--- config.mk ---
export PLATFORM = sky130hd
export DESIGN_NAME = rstl_ram
export DESIGN_NICKNAME = d
export VERILOG_FILES = /design/src/hw/rtl/rstl_ram.sv
export SDC_FILE = /design/constraint.sdc
export NUM_CORES = 1
export LEC_CHECK = 0
export BUFFER_PORTS_ARGS = -buffer_cell sky130_fd_sc_hd__buf_2
export CORE_MARGIN = 2
export CORE_UTILIZATION = 55
export DETAILED_ROUTE_END_ITERATION = 8
export GPL_ROUTABILITY_DRIVEN = 0
export PLACE_DENSITY = 0.74
export SYNTH_ARGS = -nofsm -noshare
export SYNTH_HDL_FRONTEND = slang
export SYNTH_SLANG_ARGS = --single-unit
--- constraint.sdc ---
create_clock -name clk -period 1.85 [get_ports clk]
set_input_delay 0.185 -clock clk [delete_from_list [all_inputs] [get_ports clk]]
set_output_delay 0.185 -clock clk [all_outputs]
set_load 0.05 [all_outputs]
--- src/hw/rtl/rstl_ram.sv ---
// ----------------------------------------------------------------------------
// rstl_ram - generic single-port synchronous RAM
// One read or write per cycle, registered read data (read-first).
// ----------------------------------------------------------------------------
module rstl_ram #(
	parameter int WIDTH = 8,
	parameter int DEPTH = 16
) (
	input  logic                     clk,
	input  logic                     we,
	input  logic [$clog2(DEPTH)-1:0] addr,
	input  logic [WIDTH-1:0]         wdata,
	output logic [WIDTH-1:0]         rdata
);

	logic [WIDTH-1:0] mem [DEPTH];

	always_ff @(posedge clk) begin
		if (we) begin
			mem[addr] <= wdata;
		end
		rdata <= mem[addr];
	end

endmodule

# Word level (Yosys, flattened, before mapping)
# Memories as Yosys holds them, arrays and structs flattened. A register that Yosys moved wholly into a read port is not among the register bits.
# Cells that the tools add are included.
[totals] register_bits=0 ramBits=128 input_bits=14 output_inout_bits=8 elab_cells=3 mem_count=1
[memory_table] memory="mem" depth=16 word_bits=8 rd=1 rd_clocked_by_memory_dff=1 write_ports=1 line="16" rtl="logic [WIDTH-1:0] mem [DEPTH];"
[op_classes] muxes=2
[op_table] op="$mux 1" count=2

# Longest topological paths before layout
[depth] word_depth=2 depth_mapped=5

# Worst setup path after synthesis
# OpenSTA, ideal clock, no wires.
[synth_path] kind="input to register" startpoint="input port addr[2]" endpoint="memory mem[0][0], enable pin" setup_time_ps=383 t_arrival_ps=1295 slack_ps=172 path_stages=2 n_path_buf=0 cell_sequence="or3b_2 -> nor3_1"
[synth_lines] element="start, declared" line="11" rtl="input logic [$clog2(DEPTH)-1:0] addr,"
[synth_lines] element="end, declared" line="16"
# No word-level cell before the write port.

==> impl.org <==
** Detailed routing
- Total vias in the final route :: 2500
- Average routed wire per standard cell :: 24.5 um
- Pre-antenna DRT Iters :: 4
- After detailed routing, the total wire length is 10100 um.
- For this block, the initial DRC count from the detailed router was 171.
- The detail route stage leaves a number of antenna-violating nets equal to 0.
- For this run, design rule violations remaining after detail routing come to 0.
- Using the TritonRoute via totals, the vias-per-cell ratio works out to 6.07.

** Timing
- Portion of the clock cycle consumed by the worst path in the final layout :: 0.742
- RSZ-0062 raised after global routing :: no
- Headroom to the max-slew limit came out at 0.595.
- Setup violations remaining at the end of the flow were counted as 0.
- Clock skew on the completed layout was measured at 0.00463 ns.
- Measured slew at the worst slew-check pin :: 0.606 ns
- Achievable frequency :: 728 MHz
- The number of endpoints with negative hold slack in the final report came to 0.
- The worst path needs 1.37 ns of the cycle, external delays included.
- Max Transition Viols Final :: 0
- Setup total negative slack on the finished layout was measured at 0 ns.

** Worst setup path
- Worst path required time :: 2.24 ns
- In this run the critical register-to-register path is captured at rdata[0].
- In this run the register-to-register setup slack is 0.48 ns.
- In this run the number of cells on the critical path is 3.
- In this run the critical register-to-register path is launched from mem[2][0].
- The worst setup path is of the reg -> reg kind.
- The worst setup path is launched from a register.
- CP max-delay cell :: mux4_2
- Grouping stages by cell kind, the critical path spends the most delay in multiplexers.
- Traced cell by cell, the critical path runs through mux4_2 > a22oi_1 > nand2_1.
- STA classifies the critical path endpoint as a register.
- Critical Path Max Stage Delay :: 0.49 ns
- Data arrives at the worst endpoint at 1.76 ns.
- Number of buffers and inverters on the critical path :: 0
- R2r worst-path depth :: 3
- Along the worst path, the maximum fanout reaches 1.

** Global routing
- In the global route stage, met3 resource usage came out at 0.0571.
- Most Used Layer, Global Route :: met2
- Met1 Use GR :: 0.303
- Global-route wire length before repair :: 15600 um
- After global routing the overflow that remains totals 0.
- Global routing usage summed across all routing layers :: 0.224
- Initial antenna violation count :: 1
- In the global route stage, met2 resource usage came out at 0.341.
- The number of global-route vias before repair is 2614.
- Entering global routing, the biggest net connects 28 pins.

** Power and ir drop
- Internal power :: 5.85 mW
- The analysis attributes to cell leakage a power of 2.07 nW.
- The share of total power dissipated in the clock network is 0.473.
- Total power for the finished layout comes to 7.34 mW.
- Of the total power, combinational logic draws 0.055.
- Sequential power share :: 0.472
- Of the total power, the share spent switching nets is 0.204.
- Power spread over the standard cell area amounts to 1200 nW/um^2.
- IR analysis of the VDD net gives a maximum drop of 608 uV.
- Net switching power figure :: 1.50 mW

** Cells and area
- Leaving out fill and tap cells, the most frequent cells in the layout are edfxtp_1 (128), mux4_2 (32), buf_4 (25).
- For this run, the post-layout net count is 301.
- Commonest non-fill, non-tap cell in the layout :: edfxtp_1
- From synthesis to final layout, the design area changed by 20.8%.
- Of the cells placed in the final design, the portion with a size suffix greater than 1 is 0.377.

** Floorplanning
- The floorplan step set the die width to 100 um.
- The total area inside the core boundary comes to 9110 um^2.
- Row cnt :: 35
- Die Ht :: 100 um
- The die covers 10000 um^2.
- Initial Utilization :: 0.556
- Pin placement for this block handled 22 I/O pins.

** Synth
- Syn Nets :: 244
- edfxtp_1 takes more of the synthesized area than any other cell.
- Yosys warning count :: 0
- The share of the Yosys chip area taken by registers is 0.790.
- Avg Synthesized Cell Area :: 22.0 um^2
- The share of synthesized area in the top cell type comes to 0.759.
- Ranked by total cell area, the synthesized netlist is headed by edfxtp_1 (76%), mux4_2 (14%), dfxtp_1 (3.2%).
- After synthesis the cells add up to 5070 um^2.
- The synthesized netlist contains 18 unique library cells.
- Counting flops and latches in the post-synthesis netlist gives 136.
- The cell count after synthesis came out at 230.

** Min path
- End of the worst hold path :: mem[1][1]
- The worst hold path belongs to the class in -> reg.
- Worst min-delay path startpoint :: wdata[1]
- Along the worst hold path, the cell count comes to 1.

** Place
- Once detailed placement completed, the half-perimeter wirelength came to 6220 um.
- During placement, the flow inserted port buffers numbering 21.

** Clock tree
- Hold repair after CTS inserted 0 buffers.
- Latest clock arrival within the worst-skew pair :: 0.51 ns
- CTS built an H-tree with a depth of 4.
- Clock-pin slew was measured on the worst setup and hold paths at 0.06 ns.
- Number of clock sinks seen by CTS :: 136
- CTS tree :: built
- Number of clock buffers inserted by TritonCTS :: 17
- Clock Tree Buf Depth :: 2
- The root buffer cell chosen for the clock tree is clkbuf_8.
- Cts repair resizes :: 0
- Setup bufs post-CTS :: 0

** Run status
- Status :: finished clean

** Run
- Number of maximum-capacitance constraint violations :: 0
==> metrics by stage <==
| stage | area, um^2 | hold WS [ns] | setup slack (ns) | util | instances |
|---|---|---|---|---|---|
| 6_report | 6120 | 0.0609 | 0.477 | 0.672 | 412 |
| 2_1_floorplan | 5070 | 0.284 | 0.172 | - | 230 |
| 3_5_place_dp | 5500 | 0.592 | 0.110 | 0.604 | 379 |
| 5_1_grt | 6120 | 0.0579 | 0.442 | 0.672 | 411 |
| 4_1_cts | 6120 | 0.0513 | 0.459 | 0.672 | 411 |
| 3_3_place_gp | 5500 | 0.577 | 0.115 | 0.604 | 379 |
==> registers in the layout (all words and copies together) (netlist names) <==
register  flops
rdata         8
mem         128
==> power by group through the flow <==
stage / registers, mW / clock network (mW) / logic [mW]
6_report: 3.47 / 3.47 / 0.406
5_1_grt: 3.47 / 3.64 / 0.433
4_1_cts: 3.47 / 3.51 / 0.411
3_5_place_dp: 3.53 / 0 / 0.406
3_3_place_gp: 3.53 / 0 / 0.397
2_1_floorplan: 3.60 / 0 / 0.177
==> worst max path at each step <==
| stage | startpoint | end | slack [ns] |
|---|---|---|---|
| 6_report | mem[2][0] | rdata[0] | 0.48 |
| 3_3_place_gp | addr[0] | rdata[7] | 0.11 |
| 2_1_floorplan | addr[2] | mem[0][0] | 0.17 |
| 4_1_cts | mem[2][0] | rdata[0] | 0.46 |
| 5_1_grt | mem[2][0] | rdata[0] | 0.44 |
| 3_5_place_dp | addr[0] | rdata[7] | 0.11 |
==> Yosys cell counts, drive strengths merged <==
cell type  count
nor2b          2
nand2          9
a22oi         16
nor2          13
or3b           1
clkbuf         3
dfxtp          8
nand3          1
nand3b         2
and2           1
edfxtp       128
nand2b         2
buf            8
nor3           4
mux4          32
==> cells by family after synthesis <==
logic type,synth area share
DFF,0.790
muxes,0.142
and+or+nand+nor,0.0321
AOI/OAI and AO/OA,0.0237
buffers and inverters,0.0119
==> worst register-to-register path, delay by kind of cell (launching register included) <==
kind | cells | cell delay (ns)
flip-flops | 1 | 0.37
multiplexers | 1 | 0.49
AO/OA/AOI/OAI | 1 | 0.27
AND/OR/NAND/NOR | 1 | 0.12
==> final cells by class <==
class / count / area, um^2
clock buffer: 20 / 445
sequential: 136 / 4000
tap: 111 / 139
multi-input combinational: 83 / 1000
timing repair buffer: 49 / 353
clock inverter: 12 / 174
fill: 581 / 2990
antenna: 1 / 2.50
==> per-layer routing <==
layer,routed length [um],vias to the layer above
met3,754,21
met2,4980,126
met4,290,0
met1,4080,1273
met5,0,-
li1,-,1080
Note: power is estimated with default switching activity, not from simulation.
