$ cat config.mk
export PLATFORM = sky130hd
export DESIGN_NAME = rstl_ctrl
export DESIGN_NICKNAME = d
export VERILOG_FILES = /design/src/hw/rtl/rstl_pkg.sv /design/src/hw/rtl/rstl_ctrl.sv
export SDC_FILE = /design/constraint.sdc
export NUM_CORES = 1
export LEC_CHECK = 0
export ABC_AREA = 1
export BUFFER_PORTS_ARGS = -buffer_cell sky130_fd_sc_hd__buf_2
export CAP_MARGIN = 10
export CORE_MARGIN = 2
export CORE_UTILIZATION = 56
export CTS_CLUSTER_SIZE = 12
export DETAILED_ROUTE_END_ITERATION = 6
export PLACE_DENSITY = 0.77
export SYNTH_ARGS = -nofsm -noshare
export SYNTH_HDL_FRONTEND = slang
export SYNTH_SLANG_ARGS = --single-unit
export TNS_END_PERCENT = 5
$ cat constraint.sdc
create_clock -name clk -period 9.65 [get_ports clk]
set_clock_uncertainty 0.05 [all_clocks]
set_input_delay 1.4475 -clock clk [delete_from_list [all_inputs] [get_ports clk]]
set_output_delay 1.4475 -clock clk [all_outputs]
set_load 0.03 [all_outputs]
$ cat src/hw/rtl/rstl_pkg.sv
// ----------------------------------------------------------------------------
// rstl_pkg - shared types and constants for the reverse suffix trie lookup
// Node pool sizing, alphabet folding, opcode/status codes, trie entry layout.
// ----------------------------------------------------------------------------
package rstl_pkg;

	localparam int NODE_COUNT    = 1024;
	localparam int ALPHABET_SIZE = 37;
	localparam int LETTER_COUNT  = 26;
	localparam int DOT_CODE      = 36;

	localparam int NODE_W     = $clog2(NODE_COUNT);
	localparam int CNT_W      = $clog2(NODE_COUNT + 1);
	localparam int SLOT_COUNT = NODE_COUNT * ALPHABET_SIZE;
	localparam int SLOT_W     = $clog2(SLOT_COUNT);
	localparam int CODE_W     = $clog2(ALPHABET_SIZE);
	localparam int TYPE_W     = 8;

	typedef enum logic [1:0] {
		OP_INS_CHAR = 2'd0,
		OP_INS_END  = 2'd1,
		OP_LK_CHAR  = 2'd2,
		OP_LK_END   = 2'd3
	} op_t;

	typedef enum logic [2:0] {
		ST_OK      = 3'd0,
		ST_INVALID = 3'd1,
		ST_TYPED   = 3'd2,
		ST_FULL    = 3'd3,
		ST_NONE    = 3'd4
	} status_t;

	typedef enum logic [1:0] {
		S_CLEAR,
		S_IDLE,
		S_READ
	} state_t;

	typedef struct packed {
		logic              typed;
		logic [TYPE_W-1:0] tid;
	} typ_t;

	// one child link; carries the child's own type so a walk needs one read
	typedef struct packed {
		typ_t              typ;
		logic [NODE_W-1:0] child;
	} entry_t;

	typedef struct packed {
		logic              we;
		logic [SLOT_W-1:0] addr;
		entry_t            wdata;
	} mem_req_t;

	typedef struct packed {
		logic              valid;
		status_t           status;
		logic [TYPE_W-1:0] rtype;
	} res_t;

	typedef struct packed {
		logic              valid;
		logic [CODE_W-1:0] code;
	} fold_t;

	function automatic fold_t fold_char(input logic [7:0] c);
		fold_t f;
		f.valid = 1'b1;
		f.code  = '0;
		if (c >= 8'h61 && c <= 8'h7a) begin
			f.code = CODE_W'(c - 8'h61);
		end else if (c >= 8'h41 && c <= 8'h5a) begin
			f.code = CODE_W'(c - 8'h41);
		end else if (c >= 8'h30 && c <= 8'h39) begin
			f.code = CODE_W'(c - 8'h30) + CODE_W'(LETTER_COUNT);
		end else if (c == 8'h2e) begin
			f.code = CODE_W'(DOT_CODE);
		end else begin
			f.valid = 1'b0;
		end
		return f;
	endfunction

endpackage

$ cat src/hw/rtl/rstl_ctrl.sv
// ----------------------------------------------------------------------------
// rstl_ctrl - trie walk sequencer
// Clears the child table after reset, then runs insert/lookup walks with one
// table read per character and a write-back on allocation or typing.
// ----------------------------------------------------------------------------
module rstl_ctrl (
	input  logic                      clk,
	input  logic                      arst_n,
	input  logic                      cmd_valid,
	output logic                      cmd_ready,
	input  logic [1:0]                operation,
	input  logic [7:0]                character,
	input  logic [7:0]                type_id,
	input  logic                      out_free,
	output rstl_pkg::res_t            res,
	output rstl_pkg::mem_req_t        mem_req,
	input  rstl_pkg::entry_t          mem_rd
);

	rstl_pkg::state_t                 state_q, state_d;
	logic [rstl_pkg::SLOT_W-1:0]      clr_q;
	logic [rstl_pkg::NODE_W-1:0]      cursor_q;
	rstl_pkg::typ_t                   cur_type_q;
	logic [rstl_pkg::SLOT_W-1:0]      slot_q;
	rstl_pkg::typ_t                   best_q;
	logic                             stopped_q;
	rstl_pkg::status_t                pend_q;
	rstl_pkg::typ_t                   root_type_q;
	logic [rstl_pkg::CNT_W-1:0]       niu_q;
	rstl_pkg::op_t                    op_s1;
	logic [rstl_pkg::SLOT_W-1:0]      slot_s1;

	rstl_pkg::op_t                    op;
	rstl_pkg::fold_t                  fold;
	logic                             is_end;
	logic                             acc;
	logic                             skip;
	logic                             rd_go;
	logic                             miss;
	logic                             full;
	logic                             alloc;
	logic                             at_root;
	logic                             type_wr;
	logic [rstl_pkg::SLOT_W-1:0]      slot_new;

	assign op       = rstl_pkg::op_t'(operation);
	assign fold     = rstl_pkg::fold_char(character);
	assign is_end   = (op == rstl_pkg::OP_INS_END) || (op == rstl_pkg::OP_LK_END);
	assign acc      = cmd_valid && cmd_ready;
	assign skip     = (pend_q != rstl_pkg::ST_OK) || (op == rstl_pkg::OP_LK_CHAR && stopped_q);
	assign rd_go    = acc && !is_end && !skip && fold.valid;
	assign slot_new = rstl_pkg::SLOT_W'(cursor_q) * rstl_pkg::SLOT_W'(rstl_pkg::ALPHABET_SIZE)
	                + rstl_pkg::SLOT_W'(fold.code);
	assign miss     = (mem_rd.child == '0);
	assign full     = (niu_q >= rstl_pkg::CNT_W'(rstl_pkg::NODE_COUNT));
	assign alloc    = (state_q == rstl_pkg::S_READ) && (op_s1 == rstl_pkg::OP_INS_CHAR)
	                && miss && !full;
	assign at_root  = (cursor_q == '0);
	// typing a non-root node rewrites the link that led to it
	assign type_wr  = acc && (op == rstl_pkg::OP_INS_END) && (pend_q == rstl_pkg::ST_OK)
	                && !at_root && !cur_type_q.typed;

	// next state
	always_comb begin
		state_d = state_q;
		unique case (state_q)
			rstl_pkg::S_CLEAR: begin
				if (clr_q == rstl_pkg::SLOT_W'(rstl_pkg::SLOT_COUNT - 1)) begin
					state_d = rstl_pkg::S_IDLE;
				end
			end
			rstl_pkg::S_IDLE: begin
				if (rd_go) begin
					state_d = rstl_pkg::S_READ;
				end
			end
			rstl_pkg::S_READ: begin
				state_d = rstl_pkg::S_IDLE;
			end
			default: state_d = rstl_pkg::S_CLEAR;
		endcase
	end

	// outputs
	always_comb begin
		cmd_ready     = 1'b0;
		mem_req.we    = 1'b0;
		mem_req.addr  = slot_q;
		mem_req.wdata = '0;
		unique case (state_q)
			rstl_pkg::S_CLEAR: begin
				mem_req.we   = 1'b1;
				mem_req.addr = clr_q;
			end
			rstl_pkg::S_IDLE: begin
				// an end word needs room in the output register
				cmd_ready = !is_end || out_free;
				if (rd_go) begin
					mem_req.addr = slot_new;
				end
				mem_req.we              = type_wr;
				mem_req.wdata.typ.typed = 1'b1;
				mem_req.wdata.typ.tid   = type_id;
				mem_req.wdata.child     = cursor_q;
			end
			rstl_pkg::S_READ: begin
				mem_req.we          = alloc;
				mem_req.addr        = slot_s1;
				mem_req.wdata.child = niu_q[rstl_pkg::NODE_W-1:0];
			end
			default: ;
		endcase
	end

	// end-step result
	always_comb begin
		res.valid  = acc && is_end;
		res.status = rstl_pkg::ST_OK;
		res.rtype  = '0;
		if (pend_q != rstl_pkg::ST_OK) begin
			res.status = pend_q;
		end else if (op == rstl_pkg::OP_INS_END) begin
			if (at_root ? root_type_q.typed : cur_type_q.typed) begin
				res.status = rstl_pkg::ST_TYPED;
			end
		end else if (best_q.typed) begin
			res.rtype = best_q.tid;
		end else if (root_type_q.typed) begin
			res.rtype = root_type_q.tid;
		end else begin
			res.status = rstl_pkg::ST_NONE;
		end
	end

	always_ff @(posedge clk or negedge arst_n) begin
		if (!arst_n) begin
			state_q     <= rstl_pkg::S_CLEAR;
			clr_q       <= '0;
			cursor_q    <= '0;
			cur_type_q  <= '0;
			slot_q      <= '0;
			best_q      <= '0;
			stopped_q   <= 1'b0;
			pend_q      <= rstl_pkg::ST_OK;
			root_type_q <= '0;
			niu_q       <= rstl_pkg::CNT_W'(1);
		end else begin
			state_q <= state_d;
			if (state_q == rstl_pkg::S_CLEAR) begin
				clr_q <= clr_q + 1'b1;
			end
			if (acc && is_end) begin
				cursor_q  <= '0;
				best_q    <= '0;
				stopped_q <= 1'b0;
				pend_q    <= rstl_pkg::ST_OK;
				if (op == rstl_pkg::OP_INS_END && pend_q == rstl_pkg::ST_OK && at_root
				    && !root_type_q.typed) begin
					root_type_q <= {1'b1, type_id};
				end
			end
			if (acc && !is_end && !skip && !fold.valid) begin
				pend_q <= rstl_pkg::ST_INVALID;
			end
			if (state_q == rstl_pkg::S_READ) begin
				if (op_s1 == rstl_pkg::OP_INS_CHAR) begin
					if (miss) begin
						if (full) begin
							pend_q <= rstl_pkg::ST_FULL;
						end else begin
							cursor_q   <= niu_q[rstl_pkg::NODE_W-1:0];
							cur_type_q <= '0;
							slot_q     <= slot_s1;
							niu_q      <= niu_q + 1'b1;
						end
					end else begin
						cursor_q   <= mem_rd.child;
						cur_type_q <= mem_rd.typ;
						slot_q     <= slot_s1;
					end
				end else begin
					if (miss) begin
						stopped_q <= 1'b1;
					end else begin
						cursor_q   <= mem_rd.child;
						cur_type_q <= mem_rd.typ;
						slot_q     <= slot_s1;
						if (mem_rd.typ.typed) begin
							best_q <= mem_rd.typ;
						end
					end
				end
			end
		end
	end

	always_ff @(posedge clk) begin
		if (rd_go) begin
			op_s1   <= op;
			slot_s1 <= slot_new;
		end
	end

endmodule

=== After elaboration in Yosys (flattened, before gate mapping) ===
Index checks and enable logic that the tools add are counted.

* Register bits after elaboration: 96
* Input bits: 41
* Output and inout port bits: 49
* Word-level logic and storage cells: 136

* $add $sub $neg: 7
* Multipliers: 1
* Magnitude comparators: 7
* Equality and inequality tests: 11
* Mux-type cells: 55
* Bitwise operators: 1
* Reduce and logical (&&, ||, !) cells: 40

{| class="wikitable"
|+ Operators with widths
! operator !! count
|-
| $mux 9 || 10
|-
| $mux 16 || 5
|-
| $mux 10 || 6
|-
| $pmux 17 s3 || 1
|-
| $mux 8 || 4
|-
| $mux 3 || 10
|-
| $mux 6 || 4
|-
| $logic_and 1x1->1 || 20
|-
| $logic_not 10->1 || 2
|-
| $pmux 10 s2 || 1
|-
| $add 16x1->16 const B || 1
|-
| $add 16x6->16 || 1
|-
| $eq 16x16->1 const B || 1
|-
| $ge 8x7->1 const B || 2
|-
| $le 8x7->1 const B || 2
|-
| $mul 10x6->16 const B || 1
|-
| $sub 6x6->6 const B || 2
|-
| $add 11x1->11 const B || 1
|-
| $ge 11x11->1 const B || 1
|-
| $mux 1 || 10
|-
| $eq 8x6->1 const B || 1
|-
| $ge 8x6->1 const B || 1
|-
| $le 8x6->1 const B || 1
|-
| $logic_not 1->1 || 7
|-
| 16 further kinds || 27
|}

=== Depth between registers and ports, before layout ===
* Depth in word-level cells: 14
* Depth in mapped cells: 24
* Depth with buffers taken out: 24

=== Worst setup path after synthesis ===
OpenSTA, ideal clock, no wires.

* Kind: input-to-output
* From: input character[1]
* To: output mem_req[26] in the netlist's numbering
* Data arrival time: 4.521 ns
* Required time: 8.153 ns
* Path slack: 3.632 ns
* Stages: 21
* Buffers on the path: 0
* Cells stage by stage: inv_1 > ha_1 > inv_1 > nor2_1 > nand3_1 > nand3_1 > inv_1 > nor2_1 > o22ai_1 > ha_1 > ha_1 > fa_1 > nand3_1 > nand3_1 > nand3_1 > nand3_1 > nand2_1 > nand3_1 > nand2_1 > inv_1 > a21oi_1

{| class="wikitable"
|+ RTL lines
! what !! RTL line !! text
|-
| start: declaration || rstl_ctrl.sv:12 || <nowiki>input logic [7:0] character,</nowiki>
|-
| end: declaration || rstl_ctrl.sv:16 || <nowiki>output rstl_pkg::mem_req_t mem_req,</nowiki>
|}

==> insert_results.sql <==
INSERT INTO impl_metrics (metric_group, metric, value, unit) VALUES
('clocking', 'clock_tree.htree_level_count', '3', ''),
('finish', 'syn_to_final_growth', '11.5', '%'),
('logic_synthesis', 'post-synth-top-area-fraction', '27.1', '%'),
('floorplan', 'placement_rows', '41', ''),
('finish', 'total_inserted_antenna_cells', '0', ''),
('floorplan', 'dieArea', '13600', 'sq um'),
('logic_synthesis', 'synthMostInstantiatedCell', 'sky130_fd_sc_hd__nand2_1', ''),
('sta', 'worst-slew-pin-transition', '942', 'ps'),
('critical_path', 'critPathTopFamily', 'adder cells', ''),
('placed_design', 'routabilityCongestion', '0.998', ''),
('placed_design', 'dp_hpwl', '13000', 'um'),
('grt', 'groute.usage.overall', '26.6', '%'),
('sta', 'final.min_clock_period', '6470', 'ps'),
('floorplan', 'die_height', '117', 'um'),
('pwr', 'vdd.ir_drop.worst', '0.0697', 'mV'),
('critical_path', 'buffers_inverters_on_critical_path', '6', ''),
('pwr', 'power.static_leakage', '4.42', 'nW'),
('clocking', 'post-cts-setup-buffers', '0', ''),
('finish', 'final-instance-count-excl-fill', '1197', ''),
('route', 'initialDrtViolationCount', '443', ''),
('logic_synthesis', 'netlist-cell-type-count', '46', ''),
('logic_synthesis', 'post_synth_instance_area', '7120', 'sq um'),
('critical_path', 'crit_path_frequent_cell', 'sky130_fd_sc_hd__nand3_1', ''),
('critical_path', 'cp_slowest_cell', 'sky130_fd_sc_hd__fa_1', ''),
('logic_synthesis', 'syn_nets', '1050', ''),
('clocking', 'numCtsBuffers', '9', ''),
('route', 'drt-pass1-iter-count', '5', ''),
('pwr', 'pwr-share-comb', '6.0', '%'),
('grt', 'overflow', '0', ''),
('route', 'post-route-drc-count', '0', ''),
('logic_synthesis', 'yosys_register_bits', '96', ''),
('logic_synthesis', 'async_reset_ff_share', '81.3', '%'),
('sta', 'finalSetupViolCount', '0', ''),
('sta', 'report.final.hold_viol_count', '0', ''),
('grt', 'grt_start_max_net_pins', '73', ''),
('pwr', 'sw_frac_of_total', '24.7', '%'),
('floorplan', 'start_util', '56.9', '%'),
('worst_hold_path', 'worst_hold_path_type', 'reg -> reg', ''),
('route', 'drt-total-wl', '17300', 'um'),
('critical_path', 'worst-r2r-setup-slack', '6160', 'ps'),
('sta', 'max_slew_headroom', '37.2', '%'),
('critical_path', 'timing.critical_path.arrival', '4970', 'ps'),
('clocking', 'number_of_clock_sinks', '96', ''),
('logic_synthesis', 'synth.cells.most_frequent', 'sky130_fd_sc_hd__nand2_1 (250), sky130_fd_sc_hd__inv_1 (147), sky130_fd_sc_hd__nand3_1 (88)', ''),
('sta', 'rsz0062_at_grt', 'no', ''),
('route', 'drt-vias-per-instance', '5.35', ''),
('clocking', 'clk-insertion-delay-late', '360', 'ps'),
('logic_synthesis', 'syn_avg_cell_area', '7.57', 'sq um'),
('outcome', 'outcome', 'complete, no violations', ''),
('placed_design', 'placement.io_buffers', '89', ''),
('critical_path', 'required', '8150', 'ps'),
('logic_synthesis', 'number_of_warnings_issued_by_yosys', '0', ''),
('grt', 'grt_pass1_wl', '28400', 'um'),
('critical_path', 'setup.worst_path.start', 'character[1]', ''),
('floorplan', 'die_span_x', '117', 'um'),
('sta', 'max_clock_freq', '0.155', 'GHz'),
('logic_synthesis', 'cell_type_contributing_the_most_total_cell_area_after_synthesis', 'sky130_fd_sc_hd__dfrtp_1', ''),
('logic_synthesis', 'synth.yosys.seq_area_share', '35.0', '%'),
('critical_path', 'worst_setup_path_start_kind', 'primary input', ''),
('clocking', 'cts_hold_repair.buffers', '0', ''),
('placed_design', 'placedCellCount', '1181', ''),
('floorplan', 'design.core.area', '12500', 'sq um'),
('clocking', 'clkSlewWorstSetupHoldPaths', '70', 'ps'),
('critical_path', 'setup.worst_path.class', 'in -> out', ''),
('route', 'vias', '6406', ''),
('clocking', 'resize_count_post_cts', '0', ''),
('clocking', 'clockBufferDepth', '2', ''),
('finish', 'design.final.nets', '1129', ''),
('pwr', 'finalPower', '0.803', 'mW'),
('floorplan', 'design.portCount', '90', ''),
('logic_synthesis', 'netlist_top_cells_area', 'sky130_fd_sc_hd__dfrtp_1 (27%), sky130_fd_sc_hd__nand2_1 (13%), sky130_fd_sc_hd__ha_1 (11%), sky130_fd_sc_hd__inv_1 (7.8%), sky130_fd_sc_hd__edfxtp_1 (7.6%)', '');
## power groups by stage
stage	registers [mW]	clock network (mW)	logic, mW
floorplan	0.421	0	0.0235
global placement	0.421	0	0.0474
detailed placement	0.421	0	0.0482
CTS	0.413	0.343	0.0484
global route	0.413	0.356	0.0547
finish	0.413	0.342	0.0480
## routing by layer
metal  GRT usage [%]  wire, um  vias to the layer above
met5               0         0                        -
met1            36.5      7900                     2998
li1                -         -                     3189
met2            43.9      8260                      197
met3            3.84       907                       22
met4            8.31       277                        0
## placed cells by master, fill, tap and decap left out, types with 2 or more instances in the layout
cell                        count
sky130_fd_sc_hd__nand2_1      250
sky130_fd_sc_hd__inv_1        147
sky130_fd_sc_hd__nand3_1       88
sky130_fd_sc_hd__buf_2         88
sky130_fd_sc_hd__dfrtp_1       77
sky130_fd_sc_hd__nor2_1        75
sky130_fd_sc_hd__ha_1          60
sky130_fd_sc_hd__xor2_1        28
sky130_fd_sc_hd__o21ai_0       27
sky130_fd_sc_hd__a21oi_1       25
sky130_fd_sc_hd__edfxtp_1      18
sky130_fd_sc_hd__nor3_1        15
sky130_fd_sc_hd__a221oi_1      13
sky130_fd_sc_hd__o21ai_1       13
sky130_fd_sc_hd__nand4_1       10
sky130_fd_sc_hd__clkbuf_16      9
sky130_fd_sc_hd__a22oi_1        8
sky130_fd_sc_hd__mux2_2         8
sky130_fd_sc_hd__fa_1           8
sky130_fd_sc_hd__xnor2_1        6
sky130_fd_sc_hd__inv_2          4
sky130_fd_sc_hd__nor2_4         4
sky130_fd_sc_hd__nand2_4        4
sky130_fd_sc_hd__buf_4          4
sky130_fd_sc_hd__nor2_2         3
sky130_fd_sc_hd__nand2_2        3
sky130_fd_sc_hd__o31ai_1        3
sky130_fd_sc_hd__inv_4          3
sky130_fd_sc_hd__o21bai_1       2
sky130_fd_sc_hd__a21o_1         2
sky130_fd_sc_hd__a31oi_1        2
sky130_fd_sc_hd__clkinv_2       2
## flip-flops by register name, summed over array words and instances, names as in the netlist, 2 cells and up
name / flops
clr_q: 16
niu_q: 11
state_q: 2
best_q: 9
cursor_q: 10
op_s1: 2
pend_q: 3
slot_s1: 16
slot_q: 16
root_type_q: 9
## worst min-delay path: cells and delay by family (launching register included)
family | cells | cell delay [ps]
simple gates | 2 | 90
flops | 1 | 340
## final cells by class
type,instances,area (sq um),area share [%]
tap,172,215,2.71
clock buffer,10,229,2.88
clock inverter,6,40.0,0.504
sequential,96,2490,31.4
inverter,153,576,7.25
timing repair buffer,92,470,5.93
multi-input combinational,668,3920,49.3
## final timing paths
check,to,cells past startpoint
max in group asynchronous,niu_q[1],2
setup / recovery,mem_req[24],21
min in group asynchronous,slot_q[9],1
hold / removal,slot_q[7],2
setup reg to reg,slot_s1[14],13
hold reg to reg,slot_q[7],2
## cell families (layout without fill, tap and decap cells)
kind of cell,after synthesis,count (layout),share of synthesized area (%)
and+or+nand+nor,459,459,28.4
buffers and inverters,177,261,9.98
AOI/OAI and AO/OA,99,99,8.38
DFF,96,96,35.0
adders and majority gates,68,68,12.8
xor gates and xnor gates,34,34,4.18
muxes,8,8,1.27
## per-stage QoR
step	utilization (%)	hold slack [ps]	instance area, sq um	worst slack [ps]
floorplan	-	394	7120	3630
detailed placement	61.3	411	7670	3220
finish	63.4	421	7940	3180
global route	63.4	458	7940	2810
global placement	61.3	404	7670	3340
CTS	63.4	425	7940	3210
No activity file was read; power rests on OpenSTA's default activity.
